$ cat config.mk
export PLATFORM = sky130hd
export DESIGN_NAME = murmur3_byte_stream_hash_core
export DESIGN_NICKNAME = d
export VERILOG_FILES = /design/src/rtl/mm3_pkg.sv /design/src/rtl/mm3_front.sv /design/src/rtl/mm3_back.sv /design/src/rtl/murmur3_byte_stream_hash_core.sv
export SDC_FILE = /design/constraint.sdc
export NUM_CORES = 2
export LEC_CHECK = 0
export BUFFER_PORTS_ARGS = -buffer_cell sky130_fd_sc_hd__buf_2
export CORE_MARGIN = 5
export CORE_UTILIZATION = 39
export CTS_BUF_LIST = sky130_fd_sc_hd__clkbuf_8
export DETAILED_ROUTE_END_ITERATION = 6
export PLACE_DENSITY_LB_ADDON = 0.25
export SLEW_MARGIN = 20
export SYNTH_ARGS = -nofsm -noshare
export SYNTH_HDL_FRONTEND = slang
export SYNTH_SLANG_ARGS = --single-unit
$ cat constraint.sdc
create_clock -name clk -period 8.7 [get_ports clk]
set_input_delay 1.74 -clock clk [delete_from_list [all_inputs] [get_ports clk]]
set_output_delay 1.74 -clock clk [all_outputs]
set_load 0.005 [all_outputs]
$ cat src/rtl/mm3_pkg.sv
// Shared types, constants and helper functions for the MurmurHash3 byte stream hash.
// Used by mm3_front, mm3_back and murmur3_byte_stream_hash_core; depends on nothing else.
`default_nettype none

package mm3_pkg;

  // Seed value loaded at reset.
  localparam logic [31:0] SEED_RESET = 32'h811c9dc5;

  // Block scrambling and mixing constants.
  localparam logic [31:0] MIX_C1  = 32'hcc9e2d51;
  localparam logic [31:0] MIX_C2  = 32'h1b873593;
  localparam logic [31:0] MIX_ADD = 32'he6546b64;

  // Final avalanche constants.
  localparam logic [31:0] FIN_C1 = 32'h85ebca6b;
  localparam logic [31:0] FIN_C2 = 32'hc2b2ae35;

  // Request queue between front and back; the depth must be a power of two.
  localparam int QDEPTH = 2;
  localparam int QAW    = $clog2(QDEPTH);
  localparam int QCW    = $clog2(QDEPTH + 1);

  // One queued request.
  typedef struct packed {
    logic [7:0] key_byte;
    logic       has_byte;
    logic       is_last;
  } item_t;

  // Back-end sequencer states.
  typedef enum logic [7:0] {
    ST_IDLE = 8'b0000_0001,
    ST_K1   = 8'b0000_0010,
    ST_K2   = 8'b0000_0100,
    ST_HMIX = 8'b0000_1000,
    ST_FIN  = 8'b0001_0000,
    ST_F1   = 8'b0010_0000,
    ST_F2   = 8'b0100_0000,
    ST_OUT  = 8'b1000_0000
  } state_t;

  // Rotate left by 15 bits.
  function automatic logic [31:0] rotl15(input logic [31:0] v);
    rotl15 = {v[16:0], v[31:17]};
  endfunction

  // Rotate left by 13 bits.
  function automatic logic [31:0] rotl13(input logic [31:0] v);
    rotl13 = {v[18:0], v[31:19]};
  endfunction

endpackage

`default_nettype wire

$ cat src/rtl/mm3_front.sv
// Front end: accepts input requests, drops requests that carry neither a byte nor an end
// mark, and queues the rest for the back end. Depends on mm3_pkg.
`default_nettype none

module mm3_front (
  input  wire logic           clk,
  input  wire logic           rst_n,
  input  wire logic           in_valid,
  output logic                in_stall,
  input  wire logic [7:0]     in_key_byte,
  input  wire logic           in_has_byte,
  input  wire logic           in_is_last,
  output mm3_pkg::item_t      head,
  output logic                head_valid,
  input  wire logic           pop
);

  mm3_pkg::item_t                q_r [mm3_pkg::QDEPTH];
  logic [mm3_pkg::QAW-1:0]       wptr_r, wptr_nxt;
  logic [mm3_pkg::QAW-1:0]       rptr_r, rptr_nxt;
  logic [mm3_pkg::QCW-1:0]       cnt_r, cnt_nxt;
  logic                          accept;
  logic                          push;
  logic                          do_pop;
  mm3_pkg::item_t                new_item;

  // The queue holds back new requests only when it is full.
  assign in_stall   = (cnt_r == mm3_pkg::QCW'(mm3_pkg::QDEPTH));
  assign accept     = in_valid && !in_stall;
  assign head_valid = (cnt_r != '0);
  assign head       = q_r[rptr_r];
  assign do_pop     = pop && head_valid;

  // Requests with no byte and no end mark change nothing, so they are not queued.
  assign push = accept && (in_has_byte || in_is_last);

  always_comb begin
    new_item.key_byte = in_key_byte;
    new_item.has_byte = in_has_byte;
    new_item.is_last  = in_is_last;
  end

  // Pointer and fill count update.
  always_comb begin
    wptr_nxt = wptr_r;
    rptr_nxt = rptr_r;
    cnt_nxt  = cnt_r;
    if (push) begin
      wptr_nxt = wptr_r + mm3_pkg::QAW'(1);
    end
    if (do_pop) begin
      rptr_nxt = rptr_r + mm3_pkg::QAW'(1);
    end
    if (push && !do_pop) begin
      cnt_nxt = cnt_r + mm3_pkg::QCW'(1);
    end else if (!push && do_pop) begin
      cnt_nxt = cnt_r - mm3_pkg::QCW'(1);
    end
  end

  always_ff @(posedge clk) begin
    if (!rst_n) begin
      wptr_r <= '0;
      rptr_r <= '0;
      cnt_r  <= '0;
    end else begin
      wptr_r <= wptr_nxt;
      rptr_r <= rptr_nxt;
      cnt_r  <= cnt_nxt;
    end
  end

  // Queue storage needs no reset.
  always_ff @(posedge clk) begin
    if (push) begin
      q_r[wptr_r] <= new_item;
    end
  end

endmodule

`default_nettype wire

$ cat src/rtl/mm3_back.sv
// Back end: packs bytes into blocks, mixes blocks, finishes keys and drives the result
// register. One shared 32-bit multiplier serves the scramble and finalisation constant multiplies. Depends on mm3_pkg.
`default_nettype none

module mm3_back (
  input  wire logic           clk,
  input  wire logic           rst_n,
  input  wire mm3_pkg::item_t head,
  input  wire logic           head_valid,
  output logic                pop,
  input  wire logic           cfg_we,
  input  wire logic [31:0]    cfg_wdata,
  output logic                out_valid,
  input  wire logic           out_stall,
  output logic [31:0]         out_hash_value
);

  mm3_pkg::state_t state_r, state_nxt;
  logic [31:0] seed_r, seed_nxt;
  logic [31:0] hash_r, hash_nxt;
  logic [23:0] partial_r, partial_nxt;
  logic [1:0]  pos_r, pos_nxt;
  logic [31:0] len_r, len_nxt;
  logic [31:0] k_r, k_nxt;
  logic [31:0] f_r, f_nxt;
  logic        tail_r, tail_nxt;
  logic        last_r, last_nxt;
  logic        out_valid_r, out_valid_nxt;
  logic [31:0] out_hash_r, out_hash_nxt;
  logic [31:0] mul_a, mul_b;
  logic [31:0] mul_p;
  logic [31:0] mix_rot;
  logic [31:0] mix_h;

  assign out_valid      = out_valid_r;
  assign out_hash_value = out_hash_r;

  // Operand selection for the shared multiplier.
  always_comb begin
    mul_a = k_r;
    mul_b = mm3_pkg::MIX_C1;
    case (state_r)
      mm3_pkg::ST_K2: begin
        mul_a = mm3_pkg::rotl15(k_r);
        mul_b = mm3_pkg::MIX_C2;
      end
      mm3_pkg::ST_F1: begin
        mul_a = f_r ^ (f_r >> 16);
        mul_b = mm3_pkg::FIN_C1;
      end
      mm3_pkg::ST_F2: begin
        mul_a = f_r ^ (f_r >> 13);
        mul_b = mm3_pkg::FIN_C2;
      end
      default: begin
      end
    endcase
  end

  // Only the low 32 bits of the product are needed.
  assign mul_p = mul_a * mul_b;

  // Running hash update for a full block: rotate, then multiply by five and add.
  assign mix_rot = mm3_pkg::rotl13(hash_r ^ k_r);
  assign mix_h   = (mix_rot << 2) + mix_rot + mm3_pkg::MIX_ADD;

  // Sequencer and state update.
  always_comb begin
    state_nxt     = state_r;
    seed_nxt      = seed_r;
    hash_nxt      = hash_r;
    partial_nxt   = partial_r;
    pos_nxt       = pos_r;
    len_nxt       = len_r;
    k_nxt         = k_r;
    f_nxt         = f_r;
    tail_nxt      = tail_r;
    last_nxt      = last_r;
    out_valid_nxt = out_valid_r;
    out_hash_nxt  = out_hash_r;
    pop           = 1'b0;

    // The result register empties when the receiver takes it.
    if (out_valid_r && !out_stall) begin
      out_valid_nxt = 1'b0;
    end

    case (state_r)
      mm3_pkg::ST_IDLE: begin
        if (head_valid) begin
          pop = 1'b1;
          if (head.has_byte) begin
            len_nxt = len_r + 32'd1;
            if (pos_r == 2'd3) begin
              // Fourth byte completes a block.
              k_nxt     = {head.key_byte, partial_r};
              tail_nxt  = 1'b0;
              last_nxt  = head.is_last;
              state_nxt = mm3_pkg::ST_K1;
            end else begin
              partial_nxt = partial_r | (24'(head.key_byte) << {pos_r, 3'b000});
              pos_nxt     = pos_r + 2'd1;
              if (head.is_last) begin
                state_nxt = mm3_pkg::ST_FIN;
              end
            end
          end else if (head.is_last) begin
            state_nxt = mm3_pkg::ST_FIN;
          end
        end
      end
      mm3_pkg::ST_K1: begin
        k_nxt     = mul_p;
        state_nxt = mm3_pkg::ST_K2;
      end
      mm3_pkg::ST_K2: begin
        k_nxt     = mul_p;
        state_nxt = mm3_pkg::ST_HMIX;
      end
      mm3_pkg::ST_HMIX: begin
        if (tail_r) begin
          // Scrambled tail goes straight into the finalisation value.
          f_nxt     = hash_r ^ k_r ^ len_r;
          state_nxt = mm3_pkg::ST_F1;
        end else begin
          hash_nxt    = mix_h;
          partial_nxt = '0;
          pos_nxt     = '0;
          state_nxt   = last_r ? mm3_pkg::ST_FIN : mm3_pkg::ST_IDLE;
        end
      end
      mm3_pkg::ST_FIN: begin
        if (pos_r != 2'd0) begin
          k_nxt     = {8'd0, partial_r};
          tail_nxt  = 1'b1;
          state_nxt = mm3_pkg::ST_K1;
        end else begin
          f_nxt     = hash_r ^ len_r;
          state_nxt = mm3_pkg::ST_F1;
        end
      end
      mm3_pkg::ST_F1: begin
        f_nxt     = mul_p;
        state_nxt = mm3_pkg::ST_F2;
      end
      mm3_pkg::ST_F2: begin
        f_nxt     = mul_p;
        state_nxt = mm3_pkg::ST_OUT;
      end
      mm3_pkg::ST_OUT: begin
        // Hand over the hash once the result register is free, then restart the key.
        if (!out_valid_r || !out_stall) begin
          out_hash_nxt  = f_r ^ (f_r >> 16);
          out_valid_nxt = 1'b1;
          hash_nxt      = seed_r;
          partial_nxt   = '0;
          pos_nxt       = '0;
          len_nxt       = '0;
          tail_nxt      = 1'b0;
          state_nxt     = mm3_pkg::ST_IDLE;
        end
      end
      default: begin
        state_nxt = mm3_pkg::ST_IDLE;
      end
    endcase

    // A seed write also reloads the running hash when no byte of a key is held.
    if (cfg_we) begin
      seed_nxt = cfg_wdata;
      if ((len_r == 32'd0) && (pos_r == 2'd0)) begin
        hash_nxt = cfg_wdata;
      end
    end
  end

  always_ff @(posedge clk) begin
    if (!rst_n) begin
      state_r     <= mm3_pkg::ST_IDLE;
      seed_r      <= mm3_pkg::SEED_RESET;
      hash_r      <= mm3_pkg::SEED_RESET;
      partial_r   <= '0;
      pos_r       <= '0;
      len_r       <= '0;
      tail_r      <= 1'b0;
      out_valid_r <= 1'b0;
    end else begin
      state_r     <= state_nxt;
      seed_r      <= seed_nxt;
      hash_r      <= hash_nxt;
      partial_r   <= partial_nxt;
      pos_r       <= pos_nxt;
      len_r       <= len_nxt;
      tail_r      <= tail_nxt;
      out_valid_r <= out_valid_nxt;
    end
  end

  // Datapath registers without reset.
  always_ff @(posedge clk) begin
    k_r        <= k_nxt;
    f_r        <= f_nxt;
    last_r     <= last_nxt;
    out_hash_r <= out_hash_nxt;
  end

endmodule

`default_nettype wire

$ cat src/rtl/murmur3_byte_stream_hash_core.sv
// MurmurHash3 x86 32-bit hash core, top level.
// Instantiates mm3_front and mm3_back; depends on mm3_pkg.
//
// Usage: the key enters one byte per request on the in_ channel (valid/stall).
// in_has_byte marks a request that carries in_key_byte; in_is_last ends the key
// and causes one hash on the out_ channel. A request with neither bit set is
// taken and ignored. Bytes are queued in a two-entry request queue ahead of a
// sequencer built round one shared 32-bit multiplier.
// A byte that does not complete a block is handled in the idle state; a byte
// that completes a four-byte block also passes through states K1 and K2 (two
// scramble multiplies) and HMIX (the hash update). Ending a key passes through
// FIN, F1, F2 and OUT, with K1, K2 and HMIX after FIN for a one to three byte
// tail, before the hash is loaded into the output register.
// The seed register is written through cfg_we/cfg_wdata; the user must do so
// only while the core is idle, which the core itself does not enforce.
// Reset loads the default seed and empties the queue and the output register.
// While the receiver stalls, the finished hash stays put; the core keeps taking
// bytes of the next key until it needs the output register again.
`default_nettype none

module murmur3_byte_stream_hash_core (
  input  wire logic        clk,
  input  wire logic        rst_n,
  input  wire logic        in_valid,
  output logic             in_stall,
  input  wire logic [7:0]  in_key_byte,
  input  wire logic        in_has_byte,
  input  wire logic        in_is_last,
  output logic             out_valid,
  input  wire logic        out_stall,
  output logic [31:0]      out_hash_value,
  input  wire logic        cfg_we,
  input  wire logic [31:0] cfg_wdata
);

  mm3_pkg::item_t head;
  logic           head_valid;
  logic           pop;

  // Request intake and queue.
  mm3_front u_front (
    .clk        (clk),
    .rst_n      (rst_n),
    .in_valid   (in_valid),
    .in_stall   (in_stall),
    .in_key_byte(in_key_byte),
    .in_has_byte(in_has_byte),
    .in_is_last (in_is_last),
    .head       (head),
    .head_valid (head_valid),
    .pop        (pop)
  );

  // Hash sequencer and result register.
  mm3_back u_back (
    .clk           (clk),
    .rst_n         (rst_n),
    .head          (head),
    .head_valid    (head_valid),
    .pop           (pop),
    .cfg_we        (cfg_we),
    .cfg_wdata     (cfg_wdata),
    .out_valid     (out_valid),
    .out_stall     (out_stall),
    .out_hash_value(out_hash_value)
  );

endmodule

`default_nettype wire
== After elaboration in Yosys (flattened, before gate mapping) ==
Memory sizes are Yosys's and may differ from the RTL's. A register that Yosys moved wholly into a read port is not among the register bits.
Index checks and enable logic that the tools add are counted.

* Memory bits (writable): 20
* Memories kept: 1
* Output and inout port bits: 34
* ROM bits: 0
* Bits of input ports: 47
* Bits in latches: 0
* Logic and storage cells: 142
* Bits in registers: 233

* Equality and inequality tests: 19
* Muxes and demuxes: 57
* Divide/modulo/power cells: 0
* Magnitude comparators: 0
* $add $sub $neg: 8
* Bitwise logic cells: 6
* $mul: 1
* Reduce and logical (&&, ||, !) cells: 34
* Shifts and indexed selects: 1

{| class="wikitable"
|+ Memories
! name !! words !! bits a word !! read ports !! clocked after Yosys merged registers in !! write ports !! line !! source
|-
| u_front.q_r || 2 || 10 || 1 || 1 || 1 || mm3_front.sv:18 || <nowiki>mm3_pkg::item_t q_r [mm3_pkg::QDEPTH];</nowiki>
|}

{| class="wikitable"
|+ Operator list
! cell !! number
|-
| 32-bit 2-to-1 mux || 13
|-
| 32-bit case mux with 3 select lines || 4
|-
| 32-bit case mux with 2 select lines || 2
|-
| 24-bit 2-to-1 mux || 5
|-
| 32-bit bitwise XOR || 3
|-
| 24-bit case mux with 3 select lines || 1
|-
| 8-bit case mux with 8 select lines || 1
|-
| 8-bit 2-to-1 mux || 6
|-
| 32-bit by 1-bit adder with 32-bit output, second input constant || 1
|-
| 32-bit adder || 1
|-
| 32-bit adder, second input constant || 1
|-
| 32-bit zero test || 1
|-
| 32-bit by 32-bit multiplier with 32-bit output || 1
|-
| 32-bit by 16-bit bitwise XOR with 32-bit output || 1
|-
| 32-bit by 19-bit bitwise XOR with 32-bit output || 1
|-
| 24-bit bitwise OR || 1
|-
| 8-bit by 5-bit left shift with 24-bit output || 1
|-
| 1-bit 2-to-1 mux || 14
|-
| 2-bit 2-to-1 mux || 7
|-
| 6-bit AND reduction || 2
|-
| 3-bit nonzero test || 4
|-
| 2-bit != test, second input constant || 5
|-
| 8-bit by 1-bit equality test with 1-bit output, second input constant || 1
|-
| 8-bit by 2-bit equality test with 1-bit output, second input constant || 1
|-
| other kinds (25) || 48
|}

== Longest topological paths before layout ==
* Depth in word-level cells: 8
* Gate-level depth with buffers: 39
* Depth with buffers taken out: 39

== Hierarchy ==
A second synthesis with hierarchy kept.

* Cell total of the unflattened synthesis: 3,099
* Area, all modules: 28,619.9 µm²

{| class="wikitable"
|+ By module, submodules not included
! module !! cells each !! area an instance (µm²) !! times used !! sequential area each (µm²)
|-
| mm3_back || 3,043 || 27,676.5 || 1 || 5,555.3
|-
| mm3_front || 56 || 943.4 || 1 || 700.7
|}

== Worst setup path before layout ==
Ideal clock, no wire load.

* Kind: reg2reg
* Start: reg u_back.state_r[3]
* End: reg u_back.k_r[25], data pin
* Setup time: 0.267 ns
* Cell stages (with the launch flop): 33
* Period minus slack after synthesis: 8.669 ns
* Data required time: 8.433 ns
* Data arrival time: 8.402 ns
* Path buffers: 4
* Slack: 0.031 ns
* Cells stage by stage: dfxtp_1 nor4_2 and4b_1 buf_4 buf_2 buf_2 buf_1 a21oi_1 a2bb2oi_1 nand2_1 inv_1 fa_1 fa_1 inv_1 fa_1 fa_1 inv_1 fa_1 inv_1 fa_1 inv_1 fa_1 fa_1 ha_1 a21o_1 a211o_1 a21oi_1 o21ai_0 a21o_1 a21o_1 a221oi_1 xor2_1 o21ai_0

* Cells in the longest elaborated chain, start to end: 4
* Elaborated cells on any way between the ends: 11
* Those cells by class: mul (1); eq/ne (6); mux (3); reduce/logical (1)

{| class="wikitable"
|+ RTL lines
! item !! line !! source
|-
| start, declared || mm3_back.sv:18 || <nowiki>mm3_pkg::state_t state_r, state_nxt;</nowiki>
|-
| start signal, assigned || mm3_back.sv:179 || <nowiki>state_r <= mm3_pkg::ST_IDLE;</nowiki>
|-
| start signal, assigned || mm3_back.sv:188 || <nowiki>state_r <= state_nxt;</nowiki>
|-
| 8-bit by 7-bit equality test with 1-bit output (tied with other cells) || mm3_back.sv:42 || <nowiki>case (state_r)</nowiki>
|-
| 32-bit case mux with 3 select lines || mm3_back.sv:42 ||
|-
| 32-bit by 32-bit multiplier with 32-bit output || mm3_back.sv:61 || <nowiki>assign mul_p = mul_a * mul_b;</nowiki>
|-
| 32-bit case mux with 3 select lines * || mm3_back.sv:88 || <nowiki>case (state_r)</nowiki>
|-
| named net u_back.k_nxt[25] || mm3_back.sv:24 || <nowiki>logic [31:0] k_r, k_nxt;</nowiki>
|-
| end signal, assigned || mm3_back.sv:201 || <nowiki>k_r <= k_nxt;</nowiki>
|-
| end, declared || mm3_back.sv:24 ||
|}

The timed path passes the listed nets; every way through them passes the cells marked *.
A chain may end at the register's enable or synchronous reset.

== Final worst setup path ==
Same ends and word-level chain as after synthesis.

==> metrics.csv <==
stage;metric;value;unit
timing;finalClockSkew;0.05297;ns
floorplanning;start_util;39.31;%
timing;tightest_slew;1.054;ns
timing;finalCritPeriodShare;98.55;%
placement;place.gp.congestion;1.043;
setup_path;cpMostUsedCell;fa_1;
floorplanning;core;0.07136;mm^2
yosys;avgSynthCellArea;9.275;um^2
routing;viasPerCell;5.242;
setup_path;cpPeakStageDelay;0.60;ns
yosys;netlist_top_cells_area;fa_1 (28%), edfxtp_1 (13%), dfxtp_1 (9.8%);
final_layout;fin_area;0.03463;mm^2
placement;dpl.hpwl;93790;um
floorplanning;die_width;278.2;um
clock_tree;cts-root-buf;clkbuf_8;
final_layout;synthToLayoutAreaGrowth;23.43;%
flow_run;max_cap_viol_count;0;
routing;drc;0;
status;outcome;complete, no violations;
grt;grt_usage;27.93;%
timing;timing.hold.ws;0.4677;ns
setup_path;slowest_stage;fa_1;
placement;place_area;0.03223;mm^2
clock_tree;cts_buffer_depth;3;
yosys;yosysSeqAreaShare;22.30;%
clock_tree;cts.reportedPaths.clkPinSlew;0.06;ns
floorplanning;dieArea;0.07740;mm^2
clock_tree;clock_latency;0.68;ns
clock_tree;htreeDepth;2;
setup_path;critPathRequiredTime;9.09;ns
yosys;synthArstFlopShare;0;%
routing;num_vias;23505;
yosys;synth_cell_types;78;
setup_path;path_max_fanout;5;
final_layout;layout-drive-gt1-share;23.22;%
yosys;synthCells;3025;
yosys;synth_edf_count;117;
yosys;ys_ff_latch;254;
yosys;yosysWarnings;0;
clock_tree;cts_sinks;254;
yosys;yosysTopAreaCell;fa_1;
floorplanning;boundaryPins;81;
placement;place_ws;-0.4432;ns
routing;drt_iter0_markers;2303;
routing;wl;110300;um
floorplanning;fp-row-count;98;
setup_path;worstSetupPathType;reg2reg;
timing;min_period;8.574;ns
final_layout;fin_nets;4131;
placement;portBuffers;80;
timing;setup_ws;0.1260;ns
timing;slew_headroom;29.19;%
clock_tree;cts_tree;done;
yosys;syn_area;0.02806;mm^2
setup_path;end_kind;register;
routing;drt-pass1-iter-count;6;
timing;rsz0062_at_grt;yes;
yosys;synth_fp_nets;3663;
yosys;ys.flop_type;dfxtp_1;
grt;grt_pass1_wl;159600;um
yosys;synth_top_area_share;27.97;%
worst_hold_path;hold_class;reg2reg;
clock_tree;cts_buffers;47;
grt;overflow;0;
timing;max_clock_freq;116.6;MHz
setup_path;cp-start-kind;register;
grt;antenna_found_initial;3;
timing;drv_slew;0;
floorplanning;die_y;278.2;um
timing;finalSetupViolations;0;
routing;antenna_left;0;
routing;wire_per_inst;24.59;um
grt;grt_max_degree;66;
timing;hold_viol_final;0;
setup_path;worst_ep_arrival_time;8.97;ns
final_layout;nFillCells;6889;
grt;grt_pass1_vias;23675;
-- worst paths after layout --
path / startpoint / to / slack (ns) / cells past startpoint
setup / recovery: u_back.state_r[3] / u_back.k_r[25] / 0.13 / 32
hold / removal: u_back.partial_r[14] / u_back.partial_r[14] / 0.47 / 2
setup reg to reg: u_back.state_r[3] / u_back.k_r[25] / 0.13 / 32
hold reg to reg: u_back.partial_r[14] / u_back.partial_r[14] / 0.47 / 2
-- state kept, by name, summed over array words and instances (netlist names), named ones only --
| register | cells |
|---|---|
| u_back.pos_r | 2 |
| u_back.hash_r | 32 |
| u_back.k_r | 32 |
| u_back.state_r | 8 |
| u_back.out_hash_value | 32 |
| u_front.wptr_r | 1 |
| u_front.rptr_r | 1 |
| u_back.out_valid | 1 |
| u_front.cnt_r | 2 |
| u_back.last_r | 1 |
| u_back.len_r | 32 |
| u_back.f_r | 32 |
| u_front.q_r | 20 |
| u_back.seed_r | 32 |
| u_back.tail_r | 1 |
| u_back.partial_r | 24 |
-- cells in the final DEF, fill, tap and decap left out, drive strengths merged, types with 18 or more instances in the layout --
cell type  count
o21ai        181
xnor2        143
mux2i         38
nand2        295
edfxtp       117
fa           392
nor2b         30
a21o          26
clkbuf        51
and2          35
mux2          19
a221oi        26
inv          594
buf          520
nor2         192
xor2          89
nand2b        18
and3          38
nand3         33
a21oi        166
dfxtp        137
ha           199
-- cell families (layout without fill, tap and decap cells) --
kind of cell             after synthesis  count (layout)  share of synthesized area, %
AND/OR/NAND/NOR                      725             725                         11.90
XOR/XNOR                             234             234                         7.430
buffers and inverters                680            1187                         9.151
AO/OA/AOI/OAI                        484             484                         10.25
other                                  0               2                             0
flip-flops                           254             254                         22.30
multiplexers                          57              57                         2.118
adder cells (fa/ha/maj)              591             591                         36.85
-- metrics by stage --
stage	TNS, ns	utilization (%)	std cells
2_1_floorplan	0	-	3025
3_3_place_gp	-4.364	45.17	4343
3_5_place_dp	-4.529	45.17	4343
4_1_cts	0	46.95	4440
5_1_grt	-0.9435	48.52	4482
6_report	0	48.53	4484
-- cells in the mapped netlist (all sizes together) (12+ instances only) --
cell and n:
a21o 26, nand2b 18, nand2 295, and3 38, a21oi 166, or2 13
clkbuf 83, mux2 19, ha 199, nor2b 30, nor2 192, nand3 33
buf 18, mux2i 38, a21boi 12, xnor2 143, fa 392, edfxtp 117
dfxtp 137, o21ai 181, nor3 16, xor2 89, inv 579, and2 35
a221oi 26
-- layout make-up --
class	instances	area (um^2)	share of cell area, %
antenna	2	5.005	0.01445
clock buffer	51	701.9	2.027
clock inverter	37	359.1	1.037
inverter	579	2182	6.301
multi-input combinational	2091	19990	57.72
sequential	254	6257	18.07
tap	950	1189	3.432
timing repair buffer	520	3949	11.40
-- critical path, delay by kind of cell (launching register included) --
family | cells | cell delay (ns)
adder cells (fa/ha/maj) | 9 | 4.33
AND/OR/NAND/NOR | 8 | 1.47
flip-flops | 1 | 0.32
AO/OA/AOI/OAI | 7 | 1.14
XOR/XNOR | 1 | 0.20
buffers and inverters | 7 | 0.82
-- layer usage --
layer	wire, um	global-route usage (%)
met3	9840	6.140
met1	45650	38.03
met4	6020	11.30
met2	48730	43.55
met5	12	0
-- what timing repair did --
| item | CTS | global route |
|---|---|---|
| endpoints found under the hold margin | 0 | 0 |
| buffers inserted | 9 | 43 |
| pin swaps | 12 | 127 |
| resized for setup | 42 | 225 |
| hold buffers | 0 | 0 |
| setup endpoints to repair | 24 | 29 |
Power is not shown: default switching activity piles up to over one toggle a cycle in this logic, so the estimate is an artifact.
